File: src/assert_macros.svh
// Concurrent assertion helpers shared by the decoder modules.
`ifndef ASSERT_MACROS_SVH
`define ASSERT_MACROS_SVH

// Clocked check, held off while the asynchronous reset is asserted.
`define ASSERT_CLK(label, prop, msg) \
	label: assert property (@(posedge clk) disable iff (!arst_n) prop) else $error(msg);

// Clocked check that also applies during reset.
`define ASSERT_ALWAYS(label, prop, msg) \
	label: assert property (@(posedge clk) prop) else $error(msg);

`endif

File: src/hpd_pkg.sv
package hpd_pkg;

	localparam int NUM_SYMS = 256;
	localparam int CODE_W   = 30;
	localparam int LEN_W    = 5;
	localparam int MAX_LEN  = 30;
	localparam int BYTE_W   = 8;
	localparam int CNT_W    = 3;
	localparam int PAD_MAX  = 8;

	localparam logic KIND_SYMBOL = 1'b0;
	localparam logic KIND_END    = 1'b1;

	localparam logic [1:0] STS_OK       = 2'd0;
	localparam logic [1:0] STS_BAD_CODE = 2'd1;
	localparam logic [1:0] STS_PAD_LONG = 2'd2;
	localparam logic [1:0] STS_PAD_ZERO = 2'd3;

	typedef struct packed {
		logic [7:0] data_byte;
		logic       last_byte;
	} in_item_t;

	typedef struct packed {
		logic       kind;
		logic [7:0] symbol;
		logic [1:0] status;
		logic       last_of_run;
	} out_item_t;

	typedef enum logic [1:0] {
		ST_IDLE,
		ST_BITS,
		ST_STATUS,
		ST_FLUSH
	} state_t;

	typedef struct packed {
		logic code_bit;
		logic step;
		logic restart;
	} walk_ctl_t;

	typedef struct packed {
		logic       hit;
		logic       err;
		logic [7:0] symbol;
		logic [1:0] pad_status;
	} walk_sts_t;

	typedef struct packed {
		logic      push;
		logic      flush;
		out_item_t item;
	} buf_ctl_t;

	typedef struct packed {
		logic can_push;
		logic flush_ok;
	} buf_sts_t;

	typedef struct packed {
		logic [CODE_W-1:0] code;
		logic [LEN_W-1:0]  len;
	} hcode_t;

	typedef logic [MAX_LEN:0][CODE_W-1:0] first_tab_t;
	typedef logic [MAX_LEN:0][8:0]        count_tab_t;
	typedef logic [MAX_LEN:0][7:0]        base_tab_t;
	typedef logic [NUM_SYMS-1:0][7:0]     sym_tab_t;

	// Standard HPACK code table, indexed by symbol; EOS is not included.
	localparam hcode_t HUFF_TAB [NUM_SYMS] = '{
		{30'h1ff8,5'd13}, {30'h7fffd8,5'd23}, {30'hfffffe2,5'd28}, {30'hfffffe3,5'd28},
		{30'hfffffe4,5'd28}, {30'hfffffe5,5'd28}, {30'hfffffe6,5'd28}, {30'hfffffe7,5'd28},
		{30'hfffffe8,5'd28}, {30'hffffea,5'd24}, {30'h3ffffffc,5'd30}, {30'hfffffe9,5'd28},
		{30'hfffffea,5'd28}, {30'h3ffffffd,5'd30}, {30'hfffffeb,5'd28}, {30'hfffffec,5'd28},
		{30'hfffffed,5'd28}, {30'hfffffee,5'd28}, {30'hfffffef,5'd28}, {30'hffffff0,5'd28},
		{30'hffffff1,5'd28}, {30'hffffff2,5'd28}, {30'h3ffffffe,5'd30}, {30'hffffff3,5'd28},
		{30'hffffff4,5'd28}, {30'hffffff5,5'd28}, {30'hffffff6,5'd28}, {30'hffffff7,5'd28},
		{30'hffffff8,5'd28}, {30'hffffff9,5'd28}, {30'hffffffa,5'd28}, {30'hffffffb,5'd28},
		{30'h14,5'd6}, {30'h3f8,5'd10}, {30'h3f9,5'd10}, {30'hffa,5'd12},
		{30'h1ff9,5'd13}, {30'h15,5'd6}, {30'hf8,5'd8}, {30'h7fa,5'd11},
		{30'h3fa,5'd10}, {30'h3fb,5'd10}, {30'hf9,5'd8}, {30'h7fb,5'd11},
		{30'hfa,5'd8}, {30'h16,5'd6}, {30'h17,5'd6}, {30'h18,5'd6},
		{30'h0,5'd5}, {30'h1,5'd5}, {30'h2,5'd5}, {30'h19,5'd6},
		{30'h1a,5'd6}, {30'h1b,5'd6}, {30'h1c,5'd6}, {30'h1d,5'd6},
		{30'h1e,5'd6}, {30'h1f,5'd6}, {30'h5c,5'd7}, {30'hfb,5'd8},
		{30'h7ffc,5'd15}, {30'h20,5'd6}, {30'hffb,5'd12}, {30'h3fc,5'd10},
		{30'h1ffa,5'd13}, {30'h21,5'd6}, {30'h5d,5'd7}, {30'h5e,5'd7},
		{30'h5f,5'd7}, {30'h60,5'd7}, {30'h61,5'd7}, {30'h62,5'd7},
		{30'h63,5'd7}, {30'h64,5'd7}, {30'h65,5'd7}, {30'h66,5'd7},
		{30'h67,5'd7}, {30'h68,5'd7}, {30'h69,5'd7}, {30'h6a,5'd7},
		{30'h6b,5'd7}, {30'h6c,5'd7}, {30'h6d,5'd7}, {30'h6e,5'd7},
		{30'h6f,5'd7}, {30'h70,5'd7}, {30'h71,5'd7}, {30'h72,5'd7},
		{30'hfc,5'd8}, {30'h73,5'd7}, {30'hfd,5'd8}, {30'h1ffb,5'd13},
		{30'h7fff0,5'd19}, {30'h1ffc,5'd13}, {30'h3ffc,5'd14}, {30'h22,5'd6},
		{30'h7ffd,5'd15}, {30'h3,5'd5}, {30'h23,5'd6}, {30'h4,5'd5},
		{30'h24,5'd6}, {30'h5,5'd5}, {30'h25,5'd6}, {30'h26,5'd6},
		{30'h27,5'd6}, {30'h6,5'd5}, {30'h74,5'd7}, {30'h75,5'd7},
		{30'h28,5'd6}, {30'h29,5'd6}, {30'h2a,5'd6}, {30'h7,5'd5},
		{30'h2b,5'd6}, {30'h76,5'd7}, {30'h2c,5'd6}, {30'h8,5'd5},
		{30'h9,5'd5}, {30'h2d,5'd6}, {30'h77,5'd7}, {30'h78,5'd7},
		{30'h79,5'd7}, {30'h7a,5'd7}, {30'h7b,5'd7}, {30'h7ffe,5'd15},
		{30'h7fc,5'd11}, {30'h3ffd,5'd14}, {30'h1ffd,5'd13}, {30'hffffffc,5'd28},
		{30'hfffe6,5'd20}, {30'h3fffd2,5'd22}, {30'hfffe7,5'd20}, {30'hfffe8,5'd20},
		{30'h3fffd3,5'd22}, {30'h3fffd4,5'd22}, {30'h3fffd5,5'd22}, {30'h7fffd9,5'd23},
		{30'h3fffd6,5'd22}, {30'h7fffda,5'd23}, {30'h7fffdb,5'd23}, {30'h7fffdc,5'd23},
		{30'h7fffdd,5'd23}, {30'h7fffde,5'd23}, {30'hffffeb,5'd24}, {30'h7fffdf,5'd23},
		{30'hffffec,5'd24}, {30'hffffed,5'd24}, {30'h3fffd7,5'd22}, {30'h7fffe0,5'd23},
		{30'hffffee,5'd24}, {30'h7fffe1,5'd23}, {30'h7fffe2,5'd23}, {30'h7fffe3,5'd23},
		{30'h7fffe4,5'd23}, {30'h1fffdc,5'd21}, {30'h3fffd8,5'd22}, {30'h7fffe5,5'd23},
		{30'h3fffd9,5'd22}, {30'h7fffe6,5'd23}, {30'h7fffe7,5'd23}, {30'hffffef,5'd24},
		{30'h3fffda,5'd22}, {30'h1fffdd,5'd21}, {30'hfffe9,5'd20}, {30'h3fffdb,5'd22},
		{30'h3fffdc,5'd22}, {30'h7fffe8,5'd23}, {30'h7fffe9,5'd23}, {30'h1fffde,5'd21},
		{30'h7fffea,5'd23}, {30'h3fffdd,5'd22}, {30'h3fffde,5'd22}, {30'hfffff0,5'd24},
		{30'h1fffdf,5'd21}, {30'h3fffdf,5'd22}, {30'h7fffeb,5'd23}, {30'h7fffec,5'd23},
		{30'h1fffe0,5'd21}, {30'h1fffe1,5'd21}, {30'h3fffe0,5'd22}, {30'h1fffe2,5'd21},
		{30'h7fffed,5'd23}, {30'h3fffe1,5'd22}, {30'h7fffee,5'd23}, {30'h7fffef,5'd23},
		{30'hfffea,5'd20}, {30'h3fffe2,5'd22}, {30'h3fffe3,5'd22}, {30'h3fffe4,5'd22},
		{30'h7ffff0,5'd23}, {30'h3fffe5,5'd22}, {30'h3fffe6,5'd22}, {30'h7ffff1,5'd23},
		{30'h3ffffe0,5'd26}, {30'h3ffffe1,5'd26}, {30'hfffeb,5'd20}, {30'h7fff1,5'd19},
		{30'h3fffe7,5'd22}, {30'h7ffff2,5'd23}, {30'h3fffe8,5'd22}, {30'h1ffffec,5'd25},
		{30'h3ffffe2,5'd26}, {30'h3ffffe3,5'd26}, {30'h3ffffe4,5'd26}, {30'h7ffffde,5'd27},
		{30'h7ffffdf,5'd27}, {30'h3ffffe5,5'd26}, {30'hfffff1,5'd24}, {30'h1ffffed,5'd25},
		{30'h7fff2,5'd19}, {30'h1fffe3,5'd21}, {30'h3ffffe6,5'd26}, {30'h7ffffe0,5'd27},
		{30'h7ffffe1,5'd27}, {30'h3ffffe7,5'd26}, {30'h7ffffe2,5'd27}, {30'hfffff2,5'd24},
		{30'h1fffe4,5'd21}, {30'h1fffe5,5'd21}, {30'h3ffffe8,5'd26}, {30'h3ffffe9,5'd26},
		{30'hffffffd,5'd28}, {30'h7ffffe3,5'd27}, {30'h7ffffe4,5'd27}, {30'h7ffffe5,5'd27},
		{30'hfffec,5'd20}, {30'hfffff3,5'd24}, {30'hfffed,5'd20}, {30'h1fffe6,5'd21},
		{30'h3fffe9,5'd22}, {30'h1fffe7,5'd21}, {30'h1fffe8,5'd21}, {30'h7ffff3,5'd23},
		{30'h3fffea,5'd22}, {30'h3fffeb,5'd22}, {30'h1ffffee,5'd25}, {30'h1ffffef,5'd25},
		{30'hfffff4,5'd24}, {30'hfffff5,5'd24}, {30'h3ffffea,5'd26}, {30'h7ffff4,5'd23},
		{30'h3ffffeb,5'd26}, {30'h7ffffe6,5'd27}, {30'h3ffffec,5'd26}, {30'h3ffffed,5'd26},
		{30'h7ffffe7,5'd27}, {30'h7ffffe8,5'd27}, {30'h7ffffe9,5'd27}, {30'h7ffffea,5'd27},
		{30'h7ffffeb,5'd27}, {30'hffffffe,5'd28}, {30'h7ffffec,5'd27}, {30'h7ffffed,5'd27},
		{30'h7ffffee,5'd27}, {30'h7ffffef,5'd27}, {30'h7fffff0,5'd27}, {30'h3ffffee,5'd26}
	};

	// The code is canonical: per length, codes are consecutive and follow symbol order.
	// These tables are derived from the code table at elaboration.
	function automatic first_tab_t build_first_tab();
		first_tab_t t;
		for (int l = 0; l <= MAX_LEN; l++) begin
			t[l] = '1;
		end
		for (int s = 0; s < NUM_SYMS; s++) begin
			if (HUFF_TAB[s].code < t[HUFF_TAB[s].len]) begin
				t[HUFF_TAB[s].len] = HUFF_TAB[s].code;
			end
		end
		return t;
	endfunction

	function automatic count_tab_t build_count_tab();
		count_tab_t t;
		t = '0;
		for (int s = 0; s < NUM_SYMS; s++) begin
			t[HUFF_TAB[s].len] = t[HUFF_TAB[s].len] + 9'd1;
		end
		return t;
	endfunction

	localparam first_tab_t FIRST_TAB = build_first_tab();
	localparam count_tab_t COUNT_TAB = build_count_tab();

	function automatic count_tab_t build_offset_tab();
		count_tab_t t;
		logic [8:0] acc;
		acc = '0;
		for (int l = 0; l <= MAX_LEN; l++) begin
			t[l] = acc;
			acc = acc + COUNT_TAB[l];
		end
		return t;
	endfunction

	localparam count_tab_t OFFSET_TAB = build_offset_tab();

	// Sorted-list index of a code is its low byte minus this per-length base.
	function automatic base_tab_t build_base_tab();
		base_tab_t t;
		for (int l = 0; l <= MAX_LEN; l++) begin
			t[l] = FIRST_TAB[l][7:0] - OFFSET_TAB[l][7:0];
		end
		return t;
	endfunction

	function automatic sym_tab_t build_sym_tab();
		sym_tab_t t;
		count_tab_t pos;
		t = '0;
		pos = OFFSET_TAB;
		for (int s = 0; s < NUM_SYMS; s++) begin
			t[pos[HUFF_TAB[s].len][7:0]] = 8'(s);
			pos[HUFF_TAB[s].len] = pos[HUFF_TAB[s].len] + 9'd1;
		end
		return t;
	endfunction

	localparam base_tab_t BASE_TAB = build_base_tab();
	localparam sym_tab_t  SYM_TAB  = build_sym_tab();

endpackage

File: src/hpd_walk.sv
`include "assert_macros.svh"

module hpd_walk (
	input  logic              clk,
	input  logic              arst_n,
	input  hpd_pkg::walk_ctl_t ctl,
	output hpd_pkg::walk_sts_t sts
);
	import hpd_pkg::*;

	logic [CODE_W-1:0] code_q;
	logic [LEN_W-1:0]  len_q;
	logic              ones_q;

	logic [CODE_W-1:0] code_next;
	logic [LEN_W-1:0]  len_next;
	logic [CODE_W-1:0] diff;
	logic [7:0]        sym_idx;
	logic              hit;
	logic              err;

	// One code bit per use: extend the code and test it against its length class.
	always_comb begin
		code_next = {code_q[CODE_W-2:0], ctl.code_bit};
		len_next  = len_q + LEN_W'(1);
		diff      = code_next - FIRST_TAB[len_next];
		hit       = diff < CODE_W'(COUNT_TAB[len_next]);
		sym_idx   = code_next[7:0] - BASE_TAB[len_next];
		err       = !hit && (len_next >= LEN_W'(MAX_LEN));
	end

	always_comb begin
		sts.hit    = hit;
		sts.err    = err;
		sts.symbol = SYM_TAB[sym_idx];
		if (len_q >= LEN_W'(PAD_MAX)) begin
			sts.pad_status = STS_PAD_LONG;
		end else if ((len_q != '0) && !ones_q) begin
			sts.pad_status = STS_PAD_ZERO;
		end else begin
			sts.pad_status = STS_OK;
		end
	end

	always_ff @(posedge clk or negedge arst_n) begin
		if (!arst_n) begin
			code_q <= '0;
			len_q  <= '0;
			ones_q <= 1'b1;
		end else if (ctl.restart || (ctl.step && (hit || err))) begin
			code_q <= '0;
			len_q  <= '0;
			ones_q <= 1'b1;
		end else if (ctl.step) begin
			code_q <= code_next;
			len_q  <= len_next;
			ones_q <= ones_q & ctl.code_bit;
		end
	end

	`ASSERT_CLK(a_walk_restart, (ctl.step && (hit || err)) |=> (len_q == '0 && ones_q), "walk did not restart after a code ended")
	`ASSERT_CLK(a_walk_len, len_q < LEN_W'(MAX_LEN), "pending code reached maximum length")

endmodule

File: src/hpd_out_buf.sv
`include "assert_macros.svh"

module hpd_out_buf (
	input  logic               clk,
	input  logic               arst_n,
	input  hpd_pkg::buf_ctl_t  ctl,
	output hpd_pkg::buf_sts_t  sts,
	output logic               out_valid,
	input  logic               out_ready,
	output hpd_pkg::out_item_t out_data
);
	import hpd_pkg::*;

	// The newest result waits here until it is known whether it ends its byte.
	logic      pend_valid_q;
	out_item_t pend_q;
	logic      out_valid_q;
	out_item_t out_q;
	logic      out_free;
	out_item_t push_item;
	out_item_t flush_item;

	assign out_free     = !out_valid_q || out_ready;
	assign sts.can_push = !pend_valid_q || out_free;
	assign sts.flush_ok = !pend_valid_q || out_free;
	assign out_valid    = out_valid_q;
	assign out_data     = out_q;

	always_comb begin
		push_item              = ctl.item;
		push_item.last_of_run  = 1'b0;
		flush_item             = pend_q;
		flush_item.last_of_run = 1'b1;
	end

	always_ff @(posedge clk or negedge arst_n) begin
		if (!arst_n) begin
			pend_valid_q <= 1'b0;
			out_valid_q  <= 1'b0;
		end else begin
			if (ctl.push && sts.can_push) begin
				pend_valid_q <= 1'b1;
				out_valid_q  <= pend_valid_q || (out_valid_q && !out_ready);
			end else if (ctl.flush && pend_valid_q && out_free) begin
				pend_valid_q <= 1'b0;
				out_valid_q  <= 1'b1;
			end else if (out_ready) begin
				out_valid_q <= 1'b0;
			end
		end
	end

	always_ff @(posedge clk) begin
		if (ctl.push && sts.can_push) begin
			pend_q <= push_item;
			if (pend_valid_q) begin
				out_q <= pend_q;
			end
		end else if (ctl.flush && pend_valid_q && out_free) begin
			out_q <= flush_item;
		end
	end

	`ASSERT_CLK(a_flush_marks_last, (ctl.flush && pend_valid_q && out_free && !ctl.push) |=> (out_valid_q && out_q.last_of_run && !pend_valid_q), "flushed item not marked last")
	`ASSERT_CLK(a_push_moves_pend, (ctl.push && pend_valid_q && out_free) |=> (out_valid_q && !out_q.last_of_run), "pending item lost on push")

endmodule

File: src/hpack_huffman_decoder.sv
// Channel | Direction | Handshake              | Payload
// in      | input     | in_valid / in_ready    | in_data  (data_byte, last_byte)
// out     | output    | out_valid / out_ready  | out_data (kind, symbol, status, last_of_run)
//
// Sequence: a byte is taken while the sequencer is idle, then walked one code bit per cycle
// (unless a result must wait) through the shared canonical-code compare unit, and the
// ST_FLUSH state releases the final result; the last byte of a string first passes through
// ST_STATUS, which adds the end status. An invalid code ends the walk at that bit, bypassing ST_STATUS.
// A byte that is skipped after an invalid code is taken without a bit walk.
// Reset: arst_n clears the walk, the skip flag, the sequencer and the valid flags of both
// result registers.
// Stalls: with the result registers full, a bit that yields a result holds the walk until
// out_ready frees them; in_ready is high only while the sequencer waits for a new byte.
`include "assert_macros.svh"

module hpack_huffman_decoder (
	input  logic               clk,
	input  logic               arst_n,
	input  logic               in_valid,
	output logic               in_ready,
	input  hpd_pkg::in_item_t  in_data,
	output logic               out_valid,
	input  logic               out_ready,
	output hpd_pkg::out_item_t out_data
);
	import hpd_pkg::*;

	state_t            state_q;
	state_t            state_next;
	logic [7:0]        byte_q;
	logic              last_q;
	logic [CNT_W-1:0]  cnt_q;
	logic              dropping_q;

	walk_ctl_t walk_ctl;
	walk_sts_t walk_sts;
	buf_ctl_t  buf_ctl;
	buf_sts_t  buf_sts;

	logic accept;
	logic emit;

	assign accept = in_valid && in_ready;
	// A bit that completes a code, or runs into the end-of-string code, yields a result.
	assign emit   = walk_sts.hit || walk_sts.err;

	hpd_walk u_walk (
		.clk    (clk),
		.arst_n (arst_n),
		.ctl    (walk_ctl),
		.sts    (walk_sts)
	);

	hpd_out_buf u_out_buf (
		.clk       (clk),
		.arst_n    (arst_n),
		.ctl       (buf_ctl),
		.sts       (buf_sts),
		.out_valid (out_valid),
		.out_ready (out_ready),
		.out_data  (out_data)
	);

	// Next state.
	always_comb begin
		state_next = state_q;
		case (state_q)
			ST_IDLE: begin
				if (accept && !dropping_q) begin
					state_next = ST_BITS;
				end
			end
			ST_BITS: begin
				if (walk_ctl.step) begin
					if (walk_sts.err) begin
						state_next = ST_FLUSH;
					end else if (cnt_q == CNT_W'(BYTE_W - 1)) begin
						state_next = last_q ? ST_STATUS : ST_FLUSH;
					end
				end
			end
			ST_STATUS: begin
				if (buf_sts.can_push) begin
					state_next = ST_FLUSH;
				end
			end
			ST_FLUSH: begin
				if (buf_sts.flush_ok) begin
					state_next = ST_IDLE;
				end
			end
			default: state_next = ST_IDLE;
		endcase
	end

	// Sequencer outputs.
	always_comb begin
		in_ready          = 1'b0;
		walk_ctl.code_bit = byte_q[7];
		walk_ctl.step     = 1'b0;
		walk_ctl.restart  = 1'b0;
		buf_ctl.push      = 1'b0;
		buf_ctl.flush     = 1'b0;
		buf_ctl.item      = '0;
		case (state_q)
			ST_IDLE: begin
				in_ready = 1'b1;
				// The last byte of a string that is being skipped resets the walk.
				if (accept && dropping_q && in_data.last_byte) begin
					walk_ctl.restart = 1'b1;
				end
			end
			ST_BITS: begin
				walk_ctl.step = !emit || buf_sts.can_push;
				buf_ctl.push  = emit && buf_sts.can_push;
				if (walk_sts.err) begin
					buf_ctl.item.kind   = KIND_END;
					buf_ctl.item.status = STS_BAD_CODE;
				end else begin
					buf_ctl.item.kind   = KIND_SYMBOL;
					buf_ctl.item.symbol = walk_sts.symbol;
				end
			end
			ST_STATUS: begin
				buf_ctl.push        = buf_sts.can_push;
				buf_ctl.item.kind   = KIND_END;
				buf_ctl.item.status = walk_sts.pad_status;
				walk_ctl.restart    = buf_sts.can_push;
			end
			ST_FLUSH: begin
				buf_ctl.flush = 1'b1;
			end
			default: begin
				in_ready = 1'b0;
			end
		endcase
	end

	always_ff @(posedge clk or negedge arst_n) begin
		if (!arst_n) begin
			state_q    <= ST_IDLE;
			cnt_q      <= '0;
			dropping_q <= 1'b0;
			last_q     <= 1'b0;
		end else begin
			state_q <= state_next;
			if (accept) begin
				cnt_q  <= '0;
				last_q <= in_data.last_byte;
				if (dropping_q && in_data.last_byte) begin
					dropping_q <= 1'b0;
				end
			end else if (walk_ctl.step) begin
				cnt_q <= cnt_q + CNT_W'(1);
				// An invalid code skips the rest of the string unless this byte ends it.
				if (walk_sts.err) begin
					dropping_q <= !last_q;
				end
			end
		end
	end

	always_ff @(posedge clk) begin
		if (accept) begin
			byte_q <= in_data.data_byte;
		end else if (walk_ctl.step) begin
			byte_q <= {byte_q[6:0], 1'b0};
		end
	end

	`ASSERT_CLK(a_byte_done, (walk_ctl.step && cnt_q == CNT_W'(BYTE_W - 1)) |=> (state_q != ST_BITS), "bit walk ran past the end of a byte")
	`ASSERT_CLK(a_err_leaves, (walk_ctl.step && walk_sts.err) |=> (state_q == ST_FLUSH && dropping_q == !$past(last_q)), "invalid code not handled")
	`ASSERT_ALWAYS(a_ready_idle, !in_ready || (state_q == ST_IDLE), "byte taken while busy")

endmodule

File: config.mk
export PLATFORM = sky130hd
export DESIGN_NAME = hpack_huffman_decoder
export DESIGN_NICKNAME = d
export VERILOG_FILES = /design/src/hpd_pkg.sv /design/src/hpd_walk.sv /design/src/hpd_out_buf.sv /design/src/hpack_huffman_decoder.sv
export VERILOG_INCLUDE_DIRS = /design/src /design/src/src
export SDC_FILE = /design/constraint.sdc
export NUM_CORES = 1
export LEC_CHECK = 0
export BUFFER_PORTS_ARGS = -buffer_cell sky130_fd_sc_hd__buf_2
export CAP_MARGIN = 0
export CORE_MARGIN = 4
export CORE_UTILIZATION = 59
export DETAILED_ROUTE_END_ITERATION = 10
export PLACE_DENSITY = 0.79
export SETUP_SLACK_MARGIN = 0.2
export SLEW_MARGIN = 25
export SYNTH_ARGS = -nofsm -noshare
export SYNTH_HDL_FRONTEND = slang
export SYNTH_SLANG_ARGS = --single-unit
export TNS_END_PERCENT = 50
File: constraint.sdc
create_clock -name clk -period 6.35 [get_ports clk]
set_input_delay 0.3175 -clock clk [delete_from_list [all_inputs] [get_ports clk]]
set_output_delay 0.3175 -clock clk [all_outputs]
set_load 0.05 [all_outputs]
Word-level counts from Yosys, hierarchy flattened
Memory sizes are Yosys's and may differ from the RTL's. A register that Yosys moved wholly into a read port is not among the register bits.
Cells that the tools add are included.
{ "op_classes": {"order_cmp": 4, "n_mul": 0, "n_mux": 45, "n_reduce_logical": 38, "shifts": 0, "n_eq_ne": 11, "bitwise_logic": 2, "add_sub_neg": 4, "n_div": 0} }
{ "op_table": {"columns": ["cell", "count"], "rows": [
  ["$mux 29", 2],
  ["$mux 12", 3],
  ["$lt 30x9->1", 1],
  ["$mux 30", 1],
  ["$sub 30x30->30", 1],
  ["$mux 8", 3],
  ["$mux 1", 18],
  ["$mux 2", 8],
  ["$logic_and 1x1->1", 13],
  ["$mux 5", 2],
  ["$mux 9", 1],
  ["$logic_not 1->1", 8],
  ["$pmux 2 s4", 1],
  ["$reduce_bool 2->1", 4],
  ["$sub 8x8->8", 1],
  ["$logic_or 1x1->1", 6],
  ["$lt 5x6->1 const B", 1],
  ["$mux 3", 2],
  ["$ne 2x1->1 const B", 3],
  ["$ne 2x2->1 const B", 3],
  ["$pmux 1 s2", 3],
  ["$add 5x1->5 const B", 1],
  ["$ge 5x4->1 const B", 1],
  ["$ge 5x5->1 const B", 1],
  ["15 further kinds", 16]
]} }
{ "totals": {"mem_bits_rw": 0, "latch_bits": 0, "romBits": 3552, "register_bits": 67, "elab_cells": 124, "in_bits": 13, "memories": 4} }
{ "memory_table": {"columns": ["memory", "words", "word_bits", "rd", "rd_ports_with_merged_regs", "write_ports", "line_no", "text"], "rows": [
  ["(name not given)", 256, 8, 1, 1, 0, "hpd_walk.sv:35", "sts.symbol = SYM_TAB[sym_idx];"],
  ["(name not given)", 32, 30, 1, 0, 0, "hpd_walk.sv:26", "diff = code_next - FIRST_TAB[len_next];"],
  ["(name not given)", 32, 9, 1, 0, 0, "hpd_walk.sv:27", "hit = diff < CODE_W'(COUNT_TAB[len_next]);"],
  ["(name not given)", 32, 8, 1, 0, 0, "hpd_walk.sv:28", "sym_idx = code_next[7:0] - BASE_TAB[len_next];"]
]} }

Depth between registers and ports, before layout
Gate-level depths: netlist of run 1.
{ "logic_depth": {"word_depth": 14, "mapped_depth": 28, "depth_no_buf": 24} }

Cells and area by module
From an unflattened synthesis of run 1, not the netlist that was laid out.
{ "unflattened": {"hier_cells": 1176, "area_unflattened_um2": 8992.4} }
{ "by_module_without_submodules": {"columns": ["module", "seq_area_each_um2", "cells_each", "area_per_inst_um2", "instances"], "rows": [
  ["hpd_walk", 877.1, 1044, 7288.2, 1],
  ["hpack_huffman_decoder", 415.4, 96, 903.4, 1],
  ["hpd_out_buf", 740.7, 36, 800.8, 1]
]} }

Worst setup path before layout of run 1
No wires, ideal clock.
{ "synth_timing": {"kind": "reg-to-reg", "from": "reg u_walk.len_q[1]", "to": "reg u_out_buf.pend_q, in the netlist u_out_buf.flush_item[10], enable pin", "slack_ns": -0.014, "arrival_ns": 5.986, "setup_time_ns": 0.378, "path_stages_with_launch": 26, "path_cell_list": "dfrtp_1 ha_1 clkbuf_1 inv_1 ha_1 clkbuf_1 buf_1 o211ai_1 a31o_2 ha_1 nor2b_1 o2111a_1 or2_2 xor2_1 ha_1 o21bai_1 nor4_1 o211ai_1 nor4_1 nand4_1 nor4_1 nand3_1 o41ai_4 a21oi_1 nand2b_1 nor2_1"} }
{ "synth_between": {"elab_chain_cells": 11, "word_cells_on_any_way": 18, "classes_between": "add/sub (3); order compare (2); mux (4); reduce/logical (6); memory (3)"} }
{ "synth_lines": {"columns": ["item", "line_no", "text"], "rows": [
  ["start, declared", "hpd_walk.sv:12", "logic [LEN_W-1:0] len_q;"],
  ["start signal, assigned", "hpd_walk.sv:56", "len_q <= len_next;"],
  ["$add 5x1->5 *", "hpd_walk.sv:25", "len_next = len_q + LEN_W'(1);"],
  ["$mem_v2 32x30", null, null],
  ["$mux 30 (implied by the code)", "hpd_walk.sv:26", null],
  ["$sub 30x30->30", "hpd_walk.sv:26", null],
  ["$lt 30x9->1", "hpd_walk.sv:27", null],
  ["$logic_not 1->1", "hpd_walk.sv:29", "err = !hit && (len_next >= LEN_W'(MAX_LEN));"],
  ["$logic_and 1x1->1", "hpd_walk.sv:29", null],
  ["$logic_or 1x1->1", "hpack_huffman_decoder.sv:45", "assign emit = walk_sts.hit || walk_sts.err;"],
  ["$logic_and 1x1->1", "hpack_huffman_decoder.sv:115", "buf_ctl.push = emit && buf_sts.can_push;"],
  ["$pmux 1 s2", "hpack_huffman_decoder.sv:105", "case (state_q)"],
  ["$logic_and 1x1->1", "hpd_out_buf.sv:54", "if (ctl.push && sts.can_push) begin"],
  ["end signal, assigned", "hpd_out_buf.sv:55", "pend_q <= push_item;"],
  ["end, declared", "hpd_out_buf.sv:16", "out_item_t pend_q;"]
]} }
Mark *: on every way between the ends. The rest lies on a longest branch, timed or not. The select of a mux whose other input is x is not followed.
A chain may end at the register's enable or synchronous reset.

Worst setup path after layout of run 1
{ "layout_timing": {"from": "reg u_walk.len_q[2]", "to": "reg u_out_buf.out_q, in the netlist u_out_buf.out_data[10], enable pin"} }
{ "layout_between": {"elab_chain_cells": 13, "word_cells_on_any_way": 17, "classes_between": "add/sub (2); order compare (2); eq/ne (1); mux (3); reduce/logical (7); memory (2)"} }
{ "layout_lines": {"columns": ["item", "line_no", "text"], "rows": [
  ["$add 5x1->5 *", "hpd_walk.sv:25", null],
  ["$mem_v2 32x30", null, null],
  ["$mux 30 (implied by the code)", "hpd_walk.sv:26", null],
  ["$sub 30x30->30", "hpd_walk.sv:26", null],
  ["$lt 30x9->1", "hpd_walk.sv:27", null],
  ["$logic_not 1->1", "hpd_walk.sv:29", null],
  ["$logic_and 1x1->1", "hpd_walk.sv:29", null],
  ["$logic_or 1x1->1 *", "hpack_huffman_decoder.sv:45", null],
  ["$logic_and 1x1->1 *", "hpack_huffman_decoder.sv:115", null],
  ["$pmux 1 s2 *", "hpack_huffman_decoder.sv:105", null],
  ["$logic_and 1x1->1 *", "hpd_out_buf.sv:54", null],
  ["$ne 2x1->1 (no source line) or $reduce_bool 2->1 (tied branches)", null, null],
  ["$reduce_and 2->1 (no source line) *", null, null],
  ["end signal, assigned", "hpd_out_buf.sv:57", "out_q <= pend_q;"],
  ["end signal, assigned", "hpd_out_buf.sv:60", "out_q <= flush_item;"],
  ["end, declared", "hpd_out_buf.sv:18", "out_item_t out_q;"]
]} }
Marks and branches as above.

==> flow_summary.toml, run 1 <==
[final_layout]
final_common_cell = "nand2_1"
design_area_mm2 = 0.00963
layout-drive-gt1-share_pct = 11.9
ff_latch_area_mm2 = 0.00204
area_growth_pct = 9.55
nFillCells = 1286
multi_input_area_mm2 = 0.00648
final_core_util_pct = 66.0
layout_common_cells = "nand2_1, a21oi_1, nor2_1, o21ai_0, ha_1"
diodes = 0
final_net_count = 1252

[floorplanning]
initial_utilization_pct = 60.3
io_pins = 27
die_h_um = 130
die_area_mm2 = 0.0169
core_area_mm2 = 0.0146
die_w_um = 130
num_rows = 44

[route]
drt-initial-drc-count = 1948
wl_per_cell_um = 21.5
vias = 9618
wl_mm = 29.4
drc = 0
viasPerCell = 7.06
dr.pass1.iters = 7
ant_nets = 0

[setup_path]
crit_type = "reg -> reg"
crit_fanout = 7
end_kind = "register"
crit_chain = "nand3_4 > xnor2_4 > buf_4 > a221oi_2 > a311oi_1 > a31o_2 > ha_1 > nor2b_1 > o2111a_1 > or2_2 > xor2_1 > ha_1 > o21bai_1 > nor4_1 > o211ai_1 > nor4_2 > nand4_1 > nor4_2 > nand3_2 > o41ai_4 > a21oi_1 > nor2b_2 > o211a_2"
cp-start-kind = "register"
critical_path.max_stage_delay_ns = 0.56
slowest_stage = "dfrtp_1"
critPathBufInv = 1
critPathTopFamily = "simple AND/OR/NAND/NOR gates"
cp.required_ns = 6.38
startpoint = "u_walk.len_q[2]"
r2r_start = "u_walk.len_q[2]"
cp.arrival_ns = 5.99

[placement]
place_area_mm2 = 0.00913
io_buffers = 26
hpwl_mm = 20.4
gp_congestion = 1.00

[timing]
finalCritPeriodShare_pct = 93.8
hold_ws_ns = -0.0381
hold_violations = 43
slew_viol_final = 0
layout_min_cycle_time_ns = 5.96
finalSetupTns_ns = 0
setup_violations = 0
max_slew_margin_pct = 25.7
rsz0062_at_grt = "true"
tightest_slew_ns = 1.11
skew_ns = 0.00661
timing.fmax_mhz = 168

[synth]
synth_top_area_share_pct = 12.2
ys.flop_type = "dfrtp_1"
ys_warn_count = 0
synth_cell_types = 82
syn_nets = 1270
async_flop_share_pct = 58.7
ys_seq_area_share_pct = 23.1
synth_area_mm2 = 0.00879
ys_top_cells_by_area = "dfrtp_1, edfxtp_1, ha_1, a21oi_1, o21ai_0"
syn_inst = 1192
synth_top_cell_by_area = "dfrtp_1"
ys_ff_latch = 75
synth_edf_count = 31
syn_area_per_cell_um2 = 7.38

[clock_tree]
clockRootBuffer = "clkbuf_16"
htreeDepth = 3
clockBufferDepth = 2
clkLatencyLatePin_ns = 0.34
cts_made_buffers = 9
clk_pin_slew_ns = 0.06
cts_sinks = 75
cts_tree = "built"

[grt]
grt_pass1_wl_mm = 46.0
antenna_found_initial = 0
gr-total-overflow = 0
grt_max_degree = 55
grt.total_usage_pct = 33.5
grt_pass1_vias = 8491

[worst_hold_path]
hold_path.class = "in -> async"

[outcome]
violations = "hold timing"
outcome = "finished, violations left"

[flow_run]
maxCapViolations = 0
[cell usage after synthesis (4+ instances only)]
| master | instances |
|---|---|
| nand2_1 | 149 |
| a21oi_1 | 128 |
| nor2_1 | 124 |
| o21ai_0 | 121 |
| clkbuf_1 | 83 |
| ha_1 | 63 |
| dfrtp_1 | 43 |
| mux2i_1 | 40 |
| nand3_1 | 35 |
| edfxtp_1 | 31 |
| inv_1 | 25 |
| a211oi_1 | 23 |
| xnor2_1 | 21 |
| nor3_1 | 19 |
| a21o_1 | 18 |
| o211ai_1 | 18 |
| xor2_1 | 16 |
| o22ai_1 | 15 |
| nand2b_1 | 14 |
| a221oi_1 | 13 |
| a31oi_1 | 13 |
| nand4_1 | 12 |
| a311oi_1 | 10 |
| nor2b_1 | 10 |
| nor4_1 | 10 |
| o21a_1 | 8 |
| o221ai_1 | 8 |
| o311ai_0 | 7 |
| a22oi_1 | 6 |
| buf_1 | 6 |
| o31ai_1 | 6 |
| and2_1 | 5 |
| or3_1 | 5 |
| a211o_1 | 4 |
| buf_2 | 4 |
| o2111ai_1 | 4 |
| o32ai_1 | 4 |
| or2_2 | 4 |
[sequential cells by signal (all words and copies together), names as in the netlist]
name and flops:
byte_q 8, cnt_q 3, dropping_q 1, last_q 1, state_q 2, u_out_buf.flush_item 11
u_out_buf.out_data 12, u_out_buf.out_valid 1, u_out_buf.pend_valid_q 1, u_walk.code_q 29, u_walk.len_q 5, u_walk.ones_q 1
[path summary, 6_finish.rpt]
kind	to	slack (ns)	depth (start not counted)
hold reg to reg	u_out_buf.out_data[5]	0.42	0
setup reg to reg	u_out_buf.out_data[10]	0.39	23
setup / recovery	u_out_buf.out_data[10]	0.39	23
min in group clk	last_q	0.21	3
max in group asynchronous	u_walk.len_q[1]	5.96	1
hold / removal	cnt_q[0]	-0.04	1
[layer usage]
layer / share of wire [%] / global-route usage (%) / vias up / wire length [um]
li1: - / - / 4398 / -
met2: 46 / 53.1 / 621 / 13500
met1: 41 / 48.2 / 4491 / 12100
met4: 3.5 / 10.7 / 0 / 1040
met5: 0 / 0 / - / 0
met3: 9.1 / 3.56 / 108 / 2660
[logic make-up after synthesis]
| family | Yosys count | share of synthesized area [%] |
|---|---|---|
| flip-flops | 75 | 23.1 |
| multiplexers | 43 | 5.19 |
| buffers and inverters | 123 | 5.78 |
| adder cells (fa/ha/maj) | 65 | 9.42 |
| AO/OA/AOI/OAI | 446 | 32.3 |
| XOR/XNOR | 37 | 3.69 |
| AND/OR/NAND/NOR | 403 | 20.5 |
[per-stage QoR]
stage                     setup slack (ns)  instances
after floorplan                      0.180       1192
after global placement               0.127       1341
after detailed placement            0.0696       1341
after CTS                            0.188       1357
after global routing                0.0773       1363
final                                0.391       1363
[what timing repair did]
action	4_1_cts	5_1_grt
hold buffers	0	0
setup buffers	0	4
pin swaps	0	4
resized for setup	5	25
cloned	0	2
setup endpoints to repair	57	82
[layout make-up]
cell class	count	share of cell area, %
Clock buffer	9	2.34
Clock inverter	7	0.610
Inverter	26	1.05
Multi-Input combinational cell	995	67.3
Sequential cell	75	21.1
Tap cell	184	2.39
Timing Repair Buffer	67	5.18
Power of run 1 is left out: the tool's default activity adds up to more than one toggle a clock period on the data nets, which glitch-free logic cannot reach.
==> inputs of run 2 (changes only) <==
--- a/config.mk
+++ b/config.mk
@@ -16,5 +16,6 @@
 export SLEW_MARGIN = 25
 export SYNTH_ARGS = -nofsm -noshare
 export SYNTH_HDL_FRONTEND = slang
+export SYNTH_HIERARCHICAL = 1
 export SYNTH_SLANG_ARGS = --single-unit
 export TNS_END_PERCENT = 50
==> run 2 against run 1 <==
Effect of this change: the flow still finishes with violations (hold timing); critical path type unchanged; wire length up 9.0%; sequential share of layout area down 1.6 points; non-clock buffer count up 63; global-route usage up 2.0 points; via count up 6.8%; fmax down 5.1%; register-to-register slack worse by 0.32 ns; highest routed layer unchanged; core utilization up 4.8 points.
==> flow_summary.toml, run 2 <==
[outcome]
outcome = "finished, violations left"
violations = "hold timing"

[setup_path]
r2r_start = "u_walk/len_q[0]"
end_kind = "register"
r2r_setup_slack_ns = 0.07
crit_fanout = 12
cp-start-kind = "register"
reg2reg_depth = 27
critical_path.max_stage_delay_ns = 0.52
cp.required_ns = 6.46
crit_type = "reg -> reg"
crit_cells = 27
slowest_stage = "mux4_2"
critPathBufInv = 4
critPathTopFamily = "simple AND/OR/NAND/NOR gates"
r2r-end = "u_out_buf/out_data[0]"
cp.arrival_ns = 6.38

[floorplanning]
io_pins = 27
num_rows = 44
die_area_mm2 = 0.0173
die_w_um = 131
initial_utilization_pct = 60.9
core_area_mm2 = 0.0148
die_h_um = 131

[clock_tree]
clockRootBuffer = "clkbuf_16"
cts_tree = "built"
clk_pin_slew_ns = 0.06
clockBufferDepth = 2
cts_made_buffers = 9
cts_sinks = 75
clkLatencyLatePin_ns = 0.34
hold_buffers = 0
htreeDepth = 3

[grt]
gr-total-overflow = 0
grt.total_usage_pct = 35.5
antenna_found_initial = 0
grt_pass1_vias = 9145
grt_max_degree = 46
grt_pass1_wl_mm = 50.8

[timing]
setup_violations = 0
worst_slack_ns = 0.0740
layout_min_cycle_time_ns = 6.28
hold_violations = 28
max_slew_margin_pct = 25.4
tightest_slew_ns = 1.11
rsz0062_at_grt = "true"
hold_ws_ns = -0.0278
skew_ns = 0.00744
timing.fmax_mhz = 159
slew_viol_final = 0
finalCritPeriodShare_pct = 98.8

[final_layout]
layout_common_cells = "nand2_1, a21oi_1, buf_4, nor2_1, o21ai_0"
multi_input_area_mm2 = 0.00670
area_growth_pct = 16.2
largest_register_ffs = 29
diodes = 0
final_common_cell = "nand2_1"
ff_latch_area_mm2 = 0.00204
layout-drive-gt1-share_pct = 18.3
final_net_count = 1295
nFillCells = 1179
regMostFlops = "u_walk/code_q"

[flow_run]
maxCapViolations = 0

[placement]
gp_congestion = 0.986
hpwl_mm = 21.9
io_buffers = 26
dp_slack_ns = -0.0931

[worst_hold_path]
hold_path.class = "in -> async"

[route]
wl_mm = 32.0
ant_nets = 0
dr.pass1.iters = 6
viasPerCell = 7.31
vias = 10300
drc = 0
wl_per_cell_um = 22.8
drt-initial-drc-count = 1802

[synth]
syn_area_per_cell_um2 = 7.65
syn_inst = 1175
syn_nets = 1254
ys_warn_count = 6
synth_area_mm2 = 0.00899
-- run 2: changes by cell type in the layout (fill, tap and decap cells not counted), moves of 10 or more --
cell / before / now
and2_1: 5 / 15
nor2_1: 123 / 87
a22o_1: 1 / 34
buf_4: 37 / 89
nand2_1: 148 / 125
mux2i_1: 40 / 13
a21oi_1: 127 / 95
o21ai_0: 121 / 86
-- run 2: worst max path at each step --
| stage | start | endpoint |
|---|---|---|
| floorplan | u_walk/len_q[1] | u_walk/len_q[1] |
| global route | u_walk/len_q[0] | u_walk/code_q[8] |
| CTS | u_walk/len_q[0] | u_walk/len_q[0] |
| detailed placement | u_walk/len_q[0] | u_walk/len_q[2] |
| finish | u_walk/len_q[0] | u_out_buf/out_data[0] |
| global placement | u_walk/len_q[0] | u_walk/len_q[2] |
-- run 2: layout make-up --
type / instances / area share, %
multi-input cells: 965 / 64.2
clock inverters: 7 / 0.623
clock buffers: 9 / 2.16
flip-flops and latches: 75 / 19.5
well taps: 184 / 2.20
repair buffers: 130 / 9.96
inverters: 35 / 1.39
-- run 2: what timing repair did --
action,4_1_cts,5_1_grt
resized for setup,42,19
setup buffers,24,12
setup endpoints to repair,67,83
pin swaps,12,17
hold endpoints to repair,0,0
gates cloned,3,1
-- run 2: metrics by stage --
| step | TNS [ns] | util (%) | hold WS (ns) | std cells | area (um2) |
|---|---|---|---|---|---|
| 3_3_place_gp | 0 | 64.8 | 0.404 | 1349 | 9570 |
| 2_1_floorplan | 0 | - | 0.0219 | 1175 | 9180 |
| 4_1_cts | 0 | 69.5 | 0.190 | 1392 | 10300 |
| 6_report | 0 | 70.8 | -0.0278 | 1405 | 10400 |
| 5_1_grt | -4.20 | 70.8 | 0.0167 | 1405 | 10400 |
| 3_5_place_dp | -2.67 | 64.8 | 0.405 | 1349 | 9570 |
-- run 2: layer usage --
metal	share of wire, %	wire, um	vias to the layer above	GRT usage (%)
li1	-	-	4581	-
met1	42	13500	4772	54.0
met2	42	13400	801	50.2
met3	14	4390	114	9.10
met4	2.3	732	0	8.69
met5	0	0	-	0
Power of run 2 is left out for the same reason.
